<file path="config.mk">
export PLATFORM = sky130hd
export DESIGN_NAME = avcc_to_annexb_nal_converter_flat
export DESIGN_NICKNAME = d
export VERILOG_FILES = /design/src/sv/avcc_pkg.sv /design/src/sv/avcc_in_if.sv /design/src/sv/avcc_out_if.sv /design/src/sv/avcc_to_annexb_nal_converter.sv /design/src/sv/avcc_emit.sv /design/src/flat_wrapper.sv
export SDC_FILE = /design/constraint.sdc
export NUM_CORES = 1
export LEC_CHECK = 0
export BUFFER_PORTS_ARGS = -buffer_cell sky130_fd_sc_hd__buf_2
export CAP_MARGIN = 20
export CORE_ASPECT_RATIO = 1.5
export CORE_MARGIN = 5
export CORE_UTILIZATION = 47
export CTS_BUF_LIST = sky130_fd_sc_hd__clkbuf_16
export CTS_CLUSTER_SIZE = 16
export DETAILED_ROUTE_END_ITERATION = 12
export GPL_TIMING_DRIVEN = 0
export PLACE_DENSITY_LB_ADDON = 0.2
export SLEW_MARGIN = 40
export SYNTH_ARGS = -nofsm -noshare
export SYNTH_HDL_FRONTEND = slang
export SYNTH_SLANG_ARGS = --single-unit
</file>
<file path="constraint.sdc">
create_clock -name clk -period 19.8 [get_ports clk]
set_input_delay 1.98 -clock clk [delete_from_list [all_inputs] [get_ports clk]]
set_output_delay 1.98 -clock clk [all_outputs]
set_load 0.05 [all_outputs]
</file>
<file path="src/sv/avcc_pkg.sv">
`timescale 1ns / 1ps
// shared types and constants for the avcc to annex-b nal converter
// no dependencies

package avcc_pkg;

  localparam int LENGTH_FIELD_BYTES = 4;
  localparam int SC_BEATS           = 4;
  localparam int QUEUE_DEPTH        = 8;

  typedef enum logic [1:0] {
    MODE_DISCARD = 2'd0,
    MODE_HEADER  = 2'd1,
    MODE_PAYLOAD = 2'd2
  } mode_t;

  typedef struct packed {
    logic       is_sc;
    logic [7:0] data;
    logic       nal_end;
  } group_t;

  typedef struct packed {
    logic   valid;
    group_t grp;
  } push_t;

endpackage

</file>
<file path="src/sv/avcc_in_if.sv">
`timescale 1ns / 1ps
// sample byte channel: valid/ready handshake with the sample byte payload
// no dependencies

interface avcc_in_if;
  logic        valid;
  logic        ready;
  logic [7:0]  in_byte;
  logic        sample_first;
  logic [31:0] sample_len;

  modport source (output valid, output in_byte, output sample_first, output sample_len,
                  input ready);
  modport sink (input valid, input in_byte, input sample_first, input sample_len,
                output ready);
endinterface

</file>
<file path="src/sv/avcc_out_if.sv">
`timescale 1ns / 1ps
// annex-b byte channel: valid/ready handshake with the emitted byte payload
// no dependencies

interface avcc_out_if;
  logic       valid;
  logic       ready;
  logic [7:0] out_byte;
  logic       is_start_code;
  logic       nal_end;
  logic       run_last;

  modport source (output valid, output out_byte, output is_start_code, output nal_end,
                  output run_last, input ready);
  modport sink (input valid, input out_byte, input is_start_code, input nal_end,
                input run_last, output ready);
endinterface

</file>
<file path="src/sv/avcc_to_annexb_nal_converter.sv">
`timescale 1ns / 1ps
// avcc to annex-b converter: takes one sample byte per cycle while the queue is not full and
// gives one output beat per cycle when ready; results are queued and shown from the head
// a valid length header's fourth byte yields four start-code beats, a payload byte one beat
// a queue of QUEUE_DEPTH groups absorbs the start code; input stalls only when it is full
// reset empties the queue and sets the parser to discard until a first sample byte

module avcc_to_annexb_nal_converter #(
  parameter int QUEUE_DEPTH = avcc_pkg::QUEUE_DEPTH
) (
  input  logic      clk,
  input  logic      rst,
  avcc_in_if.sink   samples,
  avcc_out_if.source nals
);

  avcc_pkg::mode_t mode;
  avcc_pkg::mode_t mode_next;
  logic [1:0]      header_count;
  logic [1:0]      header_count_next;
  logic [31:0]     length_accum;
  logic [31:0]     length_accum_next;
  logic [31:0]     nal_remaining;
  logic [31:0]     nal_remaining_next;
  logic [31:0]     sample_remaining;
  logic [31:0]     sample_remaining_next;

  avcc_pkg::push_t push;
  logic            full;
  logic            accept;

  avcc_pkg::mode_t cur_mode;
  logic [1:0]      cur_hc;
  logic [31:0]     cur_acc;
  logic [31:0]     cur_nr;
  logic [31:0]     cur_sr;
  logic [31:0]     acc_shift;
  logic [31:0]     nr_dec;

  assign samples.ready = !full;
  assign accept        = samples.valid && samples.ready;

  always_comb begin
    cur_mode = mode;
    cur_hc   = header_count;
    cur_acc  = length_accum;
    cur_nr   = nal_remaining;
    cur_sr   = sample_remaining;
    if (samples.sample_first) begin
      cur_mode = avcc_pkg::MODE_HEADER;
      cur_hc   = '0;
      cur_acc  = '0;
      cur_nr   = '0;
      cur_sr   = samples.sample_len;
    end
    acc_shift = {cur_acc[23:0], samples.in_byte};
    nr_dec    = (cur_nr != '0) ? cur_nr - 32'd1 : cur_nr;

    mode_next             = cur_mode;
    header_count_next     = cur_hc;
    length_accum_next     = cur_acc;
    nal_remaining_next    = cur_nr;
    sample_remaining_next = cur_sr;
    push                  = '0;

    if (cur_sr == '0) begin
      mode_next = avcc_pkg::MODE_DISCARD;
    end else begin
      sample_remaining_next = cur_sr - 32'd1;
      unique case (cur_mode)
        avcc_pkg::MODE_HEADER: begin
          length_accum_next = acc_shift;
          if (cur_hc == 2'(avcc_pkg::LENGTH_FIELD_BYTES - 1)) begin
            header_count_next = '0;
            // remaining after this byte is cur_sr - 1, so overlong is acc >= cur_sr
            if (acc_shift == '0 || acc_shift >= cur_sr) begin
              mode_next = avcc_pkg::MODE_DISCARD;
            end else begin
              mode_next          = avcc_pkg::MODE_PAYLOAD;
              nal_remaining_next = acc_shift;
              push.valid         = 1'b1;
              push.grp.is_sc     = 1'b1;
            end
          end else begin
            header_count_next = cur_hc + 2'd1;
          end
        end
        avcc_pkg::MODE_PAYLOAD: begin
          nal_remaining_next = nr_dec;
          push.valid         = 1'b1;
          push.grp.data      = samples.in_byte;
          push.grp.nal_end   = (nr_dec == '0);
          if (nr_dec == '0) begin
            mode_next         = avcc_pkg::MODE_HEADER;
            header_count_next = '0;
            length_accum_next = '0;
          end
        end
        default: begin
          mode_next = avcc_pkg::MODE_DISCARD;
        end
      endcase
    end
    push.valid = push.valid && accept;
  end

  always_ff @(posedge clk) begin
    if (rst) begin
      mode             <= avcc_pkg::MODE_DISCARD;
      header_count     <= '0;
      length_accum     <= '0;
      nal_remaining    <= '0;
      sample_remaining <= '0;
    end else if (accept) begin
      mode             <= mode_next;
      header_count     <= header_count_next;
      length_accum     <= length_accum_next;
      nal_remaining    <= nal_remaining_next;
      sample_remaining <= sample_remaining_next;
    end
  end

  avcc_emit #(
    .QUEUE_DEPTH(QUEUE_DEPTH)
  ) u_emit (
    .clk  (clk),
    .rst  (rst),
    .push (push),
    .full (full),
    .nals (nals)
  );

  a_reset_empty: assert property (@(posedge clk) rst |=> !nals.valid)
    else $error("output valid right after reset");

  a_payload_len: assert property (@(posedge clk) disable iff (rst)
    mode == avcc_pkg::MODE_PAYLOAD |-> nal_remaining != '0)
    else $error("payload mode with no bytes left in the nal");

  a_sc_contiguous: assert property (@(posedge clk) disable iff (rst)
    nals.valid && nals.ready && nals.is_start_code && !nals.run_last
      |=> nals.valid && nals.is_start_code)
    else $error("start code beats broken up");

  a_sc_last_byte: assert property (@(posedge clk) disable iff (rst)
    nals.valid && nals.is_start_code |-> (nals.run_last == (nals.out_byte == 8'h01)))
    else $error("start code byte does not match its beat position");

endmodule

</file>
<file path="src/sv/avcc_emit.sv">
`timescale 1ns / 1ps
// result queue: holds parsed groups and expands a start code into four beats
// depends on avcc_pkg and avcc_out_if

module avcc_emit #(
  parameter int QUEUE_DEPTH = avcc_pkg::QUEUE_DEPTH
) (
  input  logic              clk,
  input  logic              rst,
  input  avcc_pkg::push_t   push,
  output logic              full,
  avcc_out_if.source        nals
);

  localparam int PtrW = (QUEUE_DEPTH > 1) ? $clog2(QUEUE_DEPTH) : 1;
  localparam int CntW = $clog2(QUEUE_DEPTH + 1);

  avcc_pkg::group_t queue [QUEUE_DEPTH];
  logic [PtrW-1:0]  wr_ptr;
  logic [PtrW-1:0]  rd_ptr;
  logic [CntW-1:0]  count;
  logic [1:0]       sc_beat;

  avcc_pkg::group_t head;
  logic             sc_last;
  logic             beat;
  logic             pop;

  assign head    = queue[rd_ptr];
  assign sc_last = (sc_beat == 2'(avcc_pkg::SC_BEATS - 1));
  assign beat    = nals.valid && nals.ready;
  assign pop     = beat && (!head.is_sc || sc_last);
  assign full    = (count == CntW'(QUEUE_DEPTH));

  assign nals.valid         = (count != '0);
  assign nals.out_byte      = head.is_sc ? (sc_last ? 8'h01 : 8'h00) : head.data;
  assign nals.is_start_code = head.is_sc;
  assign nals.nal_end       = !head.is_sc && head.nal_end;
  assign nals.run_last      = !head.is_sc || sc_last;

  always_ff @(posedge clk) begin
    if (push.valid) begin
      queue[wr_ptr] <= push.grp;
    end
  end

  always_ff @(posedge clk) begin
    if (rst) begin
      wr_ptr  <= '0;
      rd_ptr  <= '0;
      count   <= '0;
      sc_beat <= '0;
    end else begin
      if (push.valid) begin
        wr_ptr <= (wr_ptr == PtrW'(QUEUE_DEPTH - 1)) ? '0 : wr_ptr + PtrW'(1);
      end
      if (pop) begin
        rd_ptr <= (rd_ptr == PtrW'(QUEUE_DEPTH - 1)) ? '0 : rd_ptr + PtrW'(1);
      end
      if (push.valid && !pop) begin
        count <= count + CntW'(1);
      end else if (pop && !push.valid) begin
        count <= count - CntW'(1);
      end
      if (beat && head.is_sc) begin
        sc_beat <= sc_last ? 2'd0 : sc_beat + 2'd1;
      end
    end
  end

endmodule

</file>
<file path="src/flat_wrapper.sv">
// flat-port wrapper written by rule: the top's interface ports become plain ports
module avcc_to_annexb_nal_converter_flat 
#(
  parameter int QUEUE_DEPTH = avcc_pkg::QUEUE_DEPTH
)
  (clk, rst, samples_valid, samples_in_byte, samples_sample_first, samples_sample_len, samples_ready, nals_valid, nals_out_byte, nals_is_start_code, nals_nal_end, nals_run_last, nals_ready);
  avcc_in_if samples_i ();
  avcc_out_if nals_i ();
  input  logic clk;
  input  logic rst;
  input wire logic [$bits(samples_i.valid)-1:0] samples_valid;
  input wire logic [$bits(samples_i.in_byte)-1:0] samples_in_byte;
  input wire logic [$bits(samples_i.sample_first)-1:0] samples_sample_first;
  input wire logic [$bits(samples_i.sample_len)-1:0] samples_sample_len;
  output wire logic [$bits(samples_i.ready)-1:0] samples_ready;
  output wire logic [$bits(nals_i.valid)-1:0] nals_valid;
  output wire logic [$bits(nals_i.out_byte)-1:0] nals_out_byte;
  output wire logic [$bits(nals_i.is_start_code)-1:0] nals_is_start_code;
  output wire logic [$bits(nals_i.nal_end)-1:0] nals_nal_end;
  output wire logic [$bits(nals_i.run_last)-1:0] nals_run_last;
  input wire logic [$bits(nals_i.ready)-1:0] nals_ready;
  assign samples_i.valid = samples_valid;
  assign samples_i.in_byte = samples_in_byte;
  assign samples_i.sample_first = samples_sample_first;
  assign samples_i.sample_len = samples_sample_len;
  assign samples_ready = samples_i.ready;
  assign nals_valid = nals_i.valid;
  assign nals_out_byte = nals_i.out_byte;
  assign nals_is_start_code = nals_i.is_start_code;
  assign nals_nal_end = nals_i.nal_end;
  assign nals_run_last = nals_i.run_last;
  assign nals_i.ready = nals_ready;
  avcc_to_annexb_nal_converter #(.QUEUE_DEPTH(QUEUE_DEPTH)) u_core (.clk(clk), .rst(rst), .samples(samples_i), .nals(nals_i));
endmodule
</file>
Yosys cells after proc, flatten, opt, wreduce, memory -nomap -nowiden:

Memories as Yosys holds them, arrays and structs flattened. A register that Yosys moved wholly into a read port is not among the register bits.
Index checks and enable logic that the tools add are counted.

* flip-flop bits (word level): 112
* bits in writable memories: 80
* bits of input ports: 45
* output and inout port bits: 13
* word-level logic and storage cells: 86
* memories kept: 1

Memories
* u_core.u_emit.queue: depth 8, width 10, rd ports 1, clocked after Yosys merged registers in 1, wr ports 1, RTL line avcc_emit.sv:18 `avcc_pkg::group_t queue [QUEUE_DEPTH];`

* $add $sub $neg: 8
* $lt $le $gt $ge: 1
* equal/unequal tests: 7
* muxes and demuxes: 40
* reduce and logical (&&, ||, !) cells: 20

Operators with widths (number)
* $mux 32: 10
* $pmux 32 s2: 2
* $logic_not 32->1: 3
* $sub 32x1->32 const B: 2
* $ge 32x32->1: 1
* $reduce_bool 32->1: 1
* $mux 2: 12
* $mux 3: 4
* $mux 11: 1
* $mux 9: 1
* $logic_and 1x1->1: 8
* $mux 4: 2
* $mux 8: 1
* $pmux 2 s2: 2
* $add 3x1->3 const B: 2
* $eq 2x2->1 const B: 3
* $eq 3x3->1 const B: 2
* $add 2x1->2 const B: 2
* $add 4x1->4 const B: 1
* $eq 4x4->1 const B: 1
* $logic_not 1->1: 4
* $mux 1: 4
* $reduce_bool 4->1: 1
* $sub 4x1->4 const B: 1
* other kinds (4): 5

Longest topological paths before layout:

Gate-level depths: netlist of run 1.

* depth after elaboration: 12
* depth in mapped cells: 30
* gate-level depth less buffers: 20

Cells and area by module:

From an unflattened synthesis of run 1, not the netlist that was laid out.

* cell total of the unflattened synthesis: 1184
* area total of the unflattened synthesis: 11370.9 sq um

By module, submodules not included
* avcc_to_annexb_nal_converter: instances 1, cells an instance 963, area each 7447.1 sq um, sequential area each 1841.8 sq um
* avcc_emit: instances 1, cells an instance 221, area each 3923.8 sq um, sequential area each 2702.6 sq um

Worst setup path before layout of run 1:

OpenSTA, ideal clock, no wires.

* kind: input to register
* start point: in samples_sample_first
* end point: mem u_core.u_emit.queue[4][0] (netlist bit), enable pin
* library setup time: 0.407 ns
* arrival time: 7.311 ns
* data required time: 19.393 ns
* setup slack: 12.081 ns
* cell stages on the path: 22
* buffers on the path: 11
* cells stage by stage: buf_2 -> buf_4 -> buf_2 -> buf_2 -> clkbuf_1 -> buf_2 -> buf_2 -> buf_1 -> buf_2 -> buf_2 -> clkbuf_1 -> nor2b_1 -> ha_1 -> a21o_1 -> a21o_1 -> a21o_1 -> a211oi_1 -> o21ai_0 -> a21oi_1 -> and3_1 -> o21ai_1 -> nor4b_1

* word-level cells in the longest chain between the ends: 10
* elaborated cells between the ends (all ways): 18
* classes of those cells: order compare: 1; eq/ne: 3; mux: 10; reduce/logical: 4

Ends and longest elaborated chain
* start: declaration: RTL line flat_wrapper.sv:13 `input wire logic [$bits(samples_i.sample_first)-1:0] samples_sample_first;`
* $mux 32: RTL line avcc_to_annexb_nal_converter.sv:49 `if (samples.sample_first) begin`
* $ge 32x32->1 or $logic_not 32->1 (tied branches): RTL line avcc_to_annexb_nal_converter.sv:76 `if (acc_shift == '0 || acc_shift >= cur_sr) begin`
* $logic_or 1x1->1: RTL line avcc_to_annexb_nal_converter.sv:76
* $mux 2: RTL line avcc_to_annexb_nal_converter.sv:76
* $mux 2: RTL line avcc_to_annexb_nal_converter.sv:73 `if (cur_hc == 2'(avcc_pkg::LENGTH_FIELD_BYTES - 1)) begin`
* $pmux 1 s2: RTL line avcc_to_annexb_nal_converter.sv:70 `unique case (cur_mode)`
* $mux 11 (*): RTL line avcc_to_annexb_nal_converter.sv:66 `if (cur_sr == '0) begin`
* $logic_and 1x1->1 (*): RTL line avcc_to_annexb_nal_converter.sv:104 `push.valid = push.valid && accept;`
* $mux 1 (*): RTL line avcc_emit.sv:42 `if (push.valid) begin`
* $mux 1 (not written as such) (*): RTL line avcc_emit.sv:43 `queue[wr_ptr] <= push.grp;`
* end: declaration: RTL line avcc_emit.sv:18

Every way passes the cells marked *; elsewhere a longest branch is shown, timed or not.

==> results of run 1 <==
==> synth_stat cells (20+ instances only) <==
| master | number |
|---|---|
| a21oi_1 | 102 |
| clkbuf_1 | 58 |
| dfxtp_1 | 107 |
| edfxtp_1 | 80 |
| ha_1 | 45 |
| inv_1 | 22 |
| mux2i_1 | 61 |
| mux4_2 | 20 |
| nand2_1 | 100 |
| nand3_1 | 24 |
| nor2_1 | 100 |
| nor2b_1 | 39 |
| nor3_1 | 51 |
| nor4_1 | 27 |
| o21ai_0 | 49 |
| xnor2_1 | 20 |
==> per-layer routing <==
layer	vias up	track usage, %	routed length [µm]	part of all wire, %
met1	5071	33.51	14680	35
met2	633	52.93	21040	49
li1	4874	-	-	-
met5	-	0	13	0.031
met3	249	6.703	3321	7.8
met4	2	21.29	3484	8.2
==> cell type report <==
cell class	instances	area, µm²
fill	2280	11320
multi-input combinational	940	6589
sequential	187	4544
clock buffer	17	425.4
tap	324	405.4
buffer	88	371.6
timing repair buffer	67	340.3
clock inverter	14	178.9
inverter	23	86.33
==> state kept, by name, summed over array words and instances (netlist names), 3 cells and up, named ones only <==
register and count:
u_core.nal_remaining 32, u_core.u_emit.count 4, u_core.sample_remaining 32, u_core.length_accum 24
u_core.u_emit.wr_ptr 3, u_core.u_emit.queue 80, u_core.u_emit.rd_ptr 3
==> report_power, final <==
group / internal, mW / switching, mW
Clock: 0.181 / 0.176
Sequential: 0.406 / 0.00783
Combinational: 0.0558 / 0.112
==> cell usage in the layout (no fill, tap or decap), drive strengths merged, types with 6 or more instances in the layout <==
cell and n:
a211oi 12, a21o 11, a21oi 102, a221oi 10, a22o 8, a311oi 13, a31oi 13, a32o 19
and2 10, and3 17, buf 97, clkbuf 75, clkinv 6, dfxtp 107, edfxtp 80, ha 45
inv 28, mux2 10, mux2i 61, mux4 20, nand2 100, nand2b 8, nand3 24, nand3b 6
nand4 13, nor2 101, nor2b 39, nor3 51, nor3b 13, nor4 30, nor4b 9, o211ai 7
o21a 10, o21ai 61, or3 13, or4 6, xnor2 20, xor2 14
==> worst max-delay path: stages <==
cell and delay (ns):
buf_2 0.12, buf_2 0.25, buf_4 0.29, buf_2 0.37, buf_2 0.30, clkbuf_1 0.62
buf_2 0.46, buf_2 0.44, buf_1 0.63, buf_2 0.51, buf_2 0.33, clkbuf_1 0.43
nor2b_1 0.13, ha_1 0.34, nand4_1 0.15, nor4_1 0.65, o21ai_0 0.34, and3_1 0.30
o21ai_1 0.49, inv_2 0.17, ha_1 0.26, inv_1 0.12, ha_1 0.24, a21o_1 0.17
a21oi_1 0.16, xnor2_1 0.10, or3_1 0.31, a21oi_1 0.14
==> worst min path at each step <==
stage / startpoint / end / slack [ns] / depth (start not counted)
floorplan: u_core.sample_remaining[11] / u_core.sample_remaining[11] / 0.43 / 2
global placement: u_core.sample_remaining[22] / u_core.sample_remaining[22] / 0.44 / 2
detailed placement: u_core.sample_remaining[1] / u_core.sample_remaining[1] / 0.44 / 2
CTS: u_core.sample_remaining[1] / u_core.sample_remaining[1] / 0.46 / 2
global route: u_core.sample_remaining[1] / u_core.sample_remaining[1] / 0.48 / 2
finish: u_core.sample_remaining[31] / u_core.sample_remaining[31] / 0.46 / 2
==> cells by family (layout without fill, tap and decap cells) <==
kind of cell    Yosys count  in the layout  share of synthesized area (%)
simple gates            448            448                          20.17
compound gates          321            321                          18.58
flops                   187            187                          39.46
buf+inv                 111            209                          3.954
mux                      91             91                          10.19
fa+ha+maj                46             46                          5.062
xor+xnor                 34             34                          2.586
==> summary.txt, run 1 <==
Floorplan
  • Initial core utilization: 47.47%
  • Die Y: 201.7 µm
  • Row count: 70
  • I/O pin cnt: 58
  • Core Area: 24,260 µm²
  • Chip width: 137.8 µm
  • Die area: 27,800 µm²

Detailed routing
  • Drt drc: 0
  • Via Count: 10,829
  • TritonRoute pass-1 iters: 7
  • 1st-iter DRT viols: 1,061
  • Via-per-instance ratio: 6.523
  • Routed WL per cell: 25.62 µm
  • Final WL: 42.53 mm
  • Post-route ant nets: 0

Clock tree
  • Max Root-Sink Buffers: 2
  • Cts hold-fix bufs: 0
  • Clk Latency, worst-skew pair: 0.46 ns
  • Post-CTS sizing: 0
  • TritonCTS clock tree: done
  • Clock Sinks: 187
  • Total CTS buffers: 17
  • Clock slew at reported path FFs: 0.08 ns
  • H-tree depth: 4
  • # Post-CTS Setup Buffers: 0
  • Clock root cell: clkbuf_16

Setup path
  • CP required: 20.19 ns
  • Type of origin of the critical path: input port
  • Worst Path Arrival: 10.83 ns
  • R2R setup slack: 14.72 ns
  • Crit path max fanout: 10
  • CP Class: input port to flip-flop
  • RR Startpoint: u_core.nal_remaining[27]
  • Depth of the most critical reg-to-reg path: 14
  • CP endpoint kind: flip-flop
  • Worst Setup SP: samples_sample_first
  • Crit path to: u_core.u_emit.count[3]
  • R2R Path End: u_core.length_accum[11]

Timing
  • Final worst-path cycle share: 52.76%
  • Worst slew pin tran: 0.9167 ns
  • Final worst clock skew: 0.01617 ns
  • Max_slew headroom: 38.32%
  • Setup ws final: 9.354 ns
  • Final Max Tran Viols: 0
  • Final worst hold slack: 0.4558 ns
  • Final Hold Fails: 0
  • Setup TNS Final: 0 ns
  • Max frequency: 95.73 MHz
  • # setup viols final: 0
  • Minimum clock period: 10.45 ns
  • Unrepaired setup endpoints after global routing: false

Global route
  • GRT overflow: 0
  • Global-route wire length before repair: 64.47 mm
  • Tot GR Track Use: 31.00%
  • Vias in the first global route: 10,861
  • Initial antenna violation count: 1
  • Largest net degree at the start of global routing: 20

Logic synthesis
  • Post-synth cell types: 82
  • Sequential fraction of the synthesis area: 39.46%
  • Mapped cell area: 11,520 µm²
  • Number of warnings issued by yosys: 0
  • Cells after Synth: 1,238
  • Area contributors post-synth: edfxtp_1, dfxtp_1, mux2i_1
  • Number of flops mapped to enable cells by yosys: 80
  • Synth area leader: edfxtp_1
  • Syn Area/Cell: 9.303 µm²
  • Top-area cell type share of the netlist area: 20.86%
  • Top_reg_cell synth: dfxtp_1
  • Async set-reset flop share out of synthesis: 0%
  • Synthesized Nets: 1,329
  • Yosys reg bits: 187

Placement
  • Buffers on Ports: 56
  • Dpl cell area: 12,330 µm²
  • GPL Wtd Cong: 1.012
  • Half-perimeter wire length after placement: 31.94 mm
  • Placed insts: 1,629
  • Dpl ws: 9.242 ns

Finish
  • Layout cell share with drive strength beyond 1: 13.55%
  • Final instance area: 12,940 µm²
  • Finished Layout Cells: 1,660
  • N_diodes: 0
  • Area growth syn-to-layout: 12.36%
  • # nets final: 1,415
  • Final Util: 53.34%

Power and ir drop
  • Leak: 4.729 nW
  • Pwr/cell area: 72.44 nW/µm²
  • Max IR drop VDD: 0.00006263 V
  • Tot Pwr: 0.9375 mW

Run status
  • Status: finished, final reports clean

Job
  • Number of max-cap violations: 0

Hold path
  • HP Class: flip-flop to flip-flop
No activity file was read; power rests on OpenSTA's default activity.
==> inputs of run 2 (changes only) <==
- ABC_AREA: not set -> 1
- clock period: 19.8 -> 8.5 ns (I/O delays scaled with it)
==> run 2 against run 1 <==
Against the previous run:
- register-to-register slack got worse by 11 ns
- sequential share of layout area shrank 2.9 points
- first-iteration DRC count is 1.2% higher
- cell count up 39%
- worst hold slack improved by 0.013 ns
- global-route usage down 2.9 points
- utilization decreased by 0.15 points
- largest cell class unchanged
==> summary.txt, run 2 <==
Run status
  • Status: finished, final reports clean

Logic synthesis
  • Synth cell count leaders: nand2_1, nor2_1, a21oi_1
  • Synth area leader: edfxtp_1
  • Top_reg_cell synth: dfxtp_1
  • Mapped cell area: 12,630 µm² (+9.7%)
  • Count leader, synth: nand2_1
  • Sequential fraction of the synthesis area: 35.98% (-3.5 points)
  • Top-area cell type share of the netlist area: 19.02% (-1.8 points)
  • Number of warnings issued by yosys: 0 (unchanged)
  • Synthesized Nets: 1,957 (+47%)
  • Yosys reg bits: 187 (unchanged)
  • Syn Area/Cell: 6.768 µm² (-27%)
  • Area contributors post-synth: edfxtp_1, dfxtp_1, nand2_1
  • Cells after Synth: 1,866 (+51%)
  • Post-synth cell types: 43 (-48%)
  • Number of flops mapped to enable cells by yosys: 80 (unchanged)
  • Async set-reset flop share out of synthesis: 0% (unchanged)

Power and ir drop
  • Clk pwr share: 36.6% (-1.4 points)
  • Pwr/cell area: 168.8 nW/µm² (+130%)
  • Fraction of power spent switching nets: 32.08% (+0.60 points)
  • Flop pwr share: 41.1% (-3.0 points)
  • Max IR drop VDD: 0.0001735 V (+180%)
  • Leak: 6.446 nW (+36%)
  • Sw power: 0.7628 mW (+160%)
  • Int Pwr: 1.615 mW (+150%)
  • Logic gate share of total power: 22.2% (+4.3 points)

Detailed routing
  • Drt drc: 0 (unchanged)
  • Via Count: 13,074 (+21%)
  • Via-per-instance ratio: 5.679 (-13%)
  • Post-route ant nets: 0 (unchanged)
  • Final WL: 42.68 mm (+0.35%)
  • Routed WL per cell: 18.54 µm (-28%)
  • TritonRoute pass-1 iters: 6 (-1)
  • 1st-iter DRT viols: 1,074 (+1.2%)

Global route
  • Global-route wire length before repair: 66.19 mm (+2.7%)
  • Vias in the first global route: 12,709 (+17%)
  • Initial antenna violation count: 0 (-1)
  • Largest net degree at the start of global routing: 18 (-10%)
  • GRT overflow: 0 (unchanged)
  • Tot GR Track Use: 28.10% (-2.9 points)

Floorplan
  • Row count: 73 (+4.3%)
  • Die area: 30,320 µm² (+9.1%)
  • Core Area: 26,490 µm² (+9.2%)
  • Chip width: 143.8 µm (+4.4%)
  • Die Y: 210.8 µm (+4.5%)
  • Initial core utilization: 47.68% (+0.21 points)
  • I/O pin cnt: 58 (unchanged)

Setup path
  • CP endpoint kind: flip-flop
  • Delay-heaviest family, CP: simple AND/OR/NAND/NOR gates
  • CP Class: input port to flip-flop
  • Type of origin of the critical path: input port
  • RR Startpoint: u_core.sample_remaining[31]
  • R2R setup slack: 4.02 ns (-10.70 ns)
  • CP max-delay cell: mux2i_1
  • CP bufs+invs: 8 (-6)
  • Worst Setup SP: samples_sample_first
  • CP required: 8.84 ns (-11.35 ns)
  • Depth of the most critical reg-to-reg path: 23 (+9)
  • Worst Path Arrival: 5.83 ns (-5.00 ns)
  • CP max stage delay: 0.37 ns (-0.28 ns)
  • Crit path max fanout: 10 (unchanged)
  • R2R Path End: u_core.u_emit.count[3]

Placement
  • Buffers on Ports: 56 (unchanged)
  • Half-perimeter wire length after placement: 33.40 mm (+4.6%)
  • Dpl ws: 2.616 ns (-6.626 ns)
  • GPL Wtd Cong: 1.004 (-0.78%)

Timing
  • Setup TNS Final: 0 ns (unchanged)
  • Max_slew headroom: 42.09% (+3.8 points)
  • Final worst clock skew: 0.01648 ns (+0.0003095 ns)
  • Unrepaired setup endpoints after global routing: false
  • Final Hold Fails: 0 (unchanged)
  • Final worst-path cycle share: 64.50%
  • Minimum clock period: 5.482 ns
  • Final Max Tran Viols: 0 (unchanged)
  • Worst slew pin tran: 0.8686 ns (-0.04812 ns)
  • Setup ws final: 3.018 ns (-6.336 ns)
  • Max frequency: 182.4 MHz
  • # setup viols final: 0 (unchanged)

Clock tree
  • # Post-CTS Setup Buffers: 0 (unchanged)
  • Clk Latency, worst-skew pair: 0.46 ns (about the same)
  • Post-CTS sizing: 0 (unchanged)
  • Clock root cell: clkbuf_16
  • Total CTS buffers: 17 (unchanged)
  • Clock slew at reported path FFs: 0.07 ns (about the same)
  • TritonCTS clock tree: done
  • Max Root-Sink Buffers: 2 (unchanged)
  • Cts hold-fix bufs: 0 (unchanged)
  • H-tree depth: 4 (unchanged)
  • Clock Sinks: 187 (unchanged)

Hold path
  • HP Class: flip-flop to flip-flop
  • Hold Path Origin: u_core.nal_remaining[29]
  • Hold Path Stages: 2 (unchanged)
  • Worst Hold Path EP: u_core.nal_remaining[29]

Finish
  • Most frequent cells in the layout: nand2_1, nor2_1, a21oi_1
  • Layout cell share with drive strength beyond 1: 10.23% (-3.3 points)
  • Number of flip-flops in the largest register: 80 (unchanged)
  • # nets final: 2,043 (+44%)
  • Area growth syn-to-layout: 11.56%
  • N_diodes: 0 (unchanged)
  • Largest register by flop count: u_core.u_emit.queue
  • Commonest non-fill, non-tap cell in the layout: nand2_1
  • Largest regs: u_core.u_emit.queue x80, u_core.nal_remaining x32, u_core.sample_remaining x32

Job
  • Number of max-cap violations: 0 (unchanged)
-- run 2: how the worst max path moves through the flow --
stage	to	cells past startpoint
global placement	u_core.u_emit.queue[7][5]	21
global route	u_core.u_emit.count[3]	25
finish	u_core.u_emit.count[3]	25
detailed placement	u_core.u_emit.count[3]	30
CTS	u_core.u_emit.count[3]	30
floorplan	u_core.u_emit.queue[6][0]	20
-- run 2: per-stage QoR --
step / hold WS [ns] / power (mW) / cells / util [%] / instance area, µm²
floorplan: 0.4428 / 1.363 / 1866 / - / 12630
global placement: 0.4523 / 1.507 / 2259 / 50.33 / 13330
detailed placement: 0.4601 / 1.514 / 2270 / 50.75 / 13440
CTS: 0.4710 / 2.383 / 2302 / 53.19 / 14090
global route: 0.4873 / 2.492 / 2302 / 53.19 / 14090
finish: 0.4687 / 2.378 / 2302 / 53.19 / 14090
-- run 2: cell type report --
cell class / instances / area [µm²]
clock inverters: 12 / 147.6
well taps: 337 / 421.7
plain buffers: 92 / 460.4
multi-input cells: 1442 / 7131
fillers: 2665 / 12400
inverters: 145 / 544.3
flip-flops and latches: 187 / 4544
repair buffers: 67 / 340.3
clock buffers: 20 / 500.5
-- run 2: layer usage --
metal	wire, µm	vias to the layer above	track usage [%]
li1	-	6397	-
met1	16390	5995	32.50
met2	20620	521	47.24
met3	2411	161	4.371
met4	3270	0	19.01
met5	0	-	0
-- run 2: logic make-up after synthesis --
kind of cell / share of synthesized area [%]
buffers and inverters: 7.945
muxes: 0.7133
adders and majority gates: 4.617
and+or+nand+nor: 32.42
AOI/OAI and AO/OA: 16.25
DFF: 35.98
xor gates and xnor gates: 2.080
-- run 2: worst register-to-register path, stage by stage, from the launching register on --
cell and delay (ns):
dfxtp_1 0.31, o21ai_0 0.50, ha_1 0.36, a21oi_1 0.15, o21ai_0 0.09, a21oi_1 0.16
o21ai_0 0.15, nor2_1 0.27, nand2_2 0.12, nor2_4 0.21, nand2_1 0.16, nand2_1 0.09
nand2_1 0.15, inv_1 0.14, ha_1 0.21, inv_1 0.10, ha_1 0.32, and3_1 0.20
a211oi_1 0.23, nor2_1 0.07, nor2_1 0.11, nand2_1 0.07, o21ai_0 0.15, a21oi_1 0.05
-- run 2: power groups by stage --
stage | clock [mW] | sequential [mW] | combinational (mW)
after floorplan | 0 | 0.993 | 0.370
after global routing | 0.924 | 0.981 | 0.587
final | 0.871 | 0.978 | 0.528
after CTS | 0.887 | 0.978 | 0.519
after global placement | 0 | 0.997 | 0.511
after detailed placement | 0 | 0.998 | 0.516
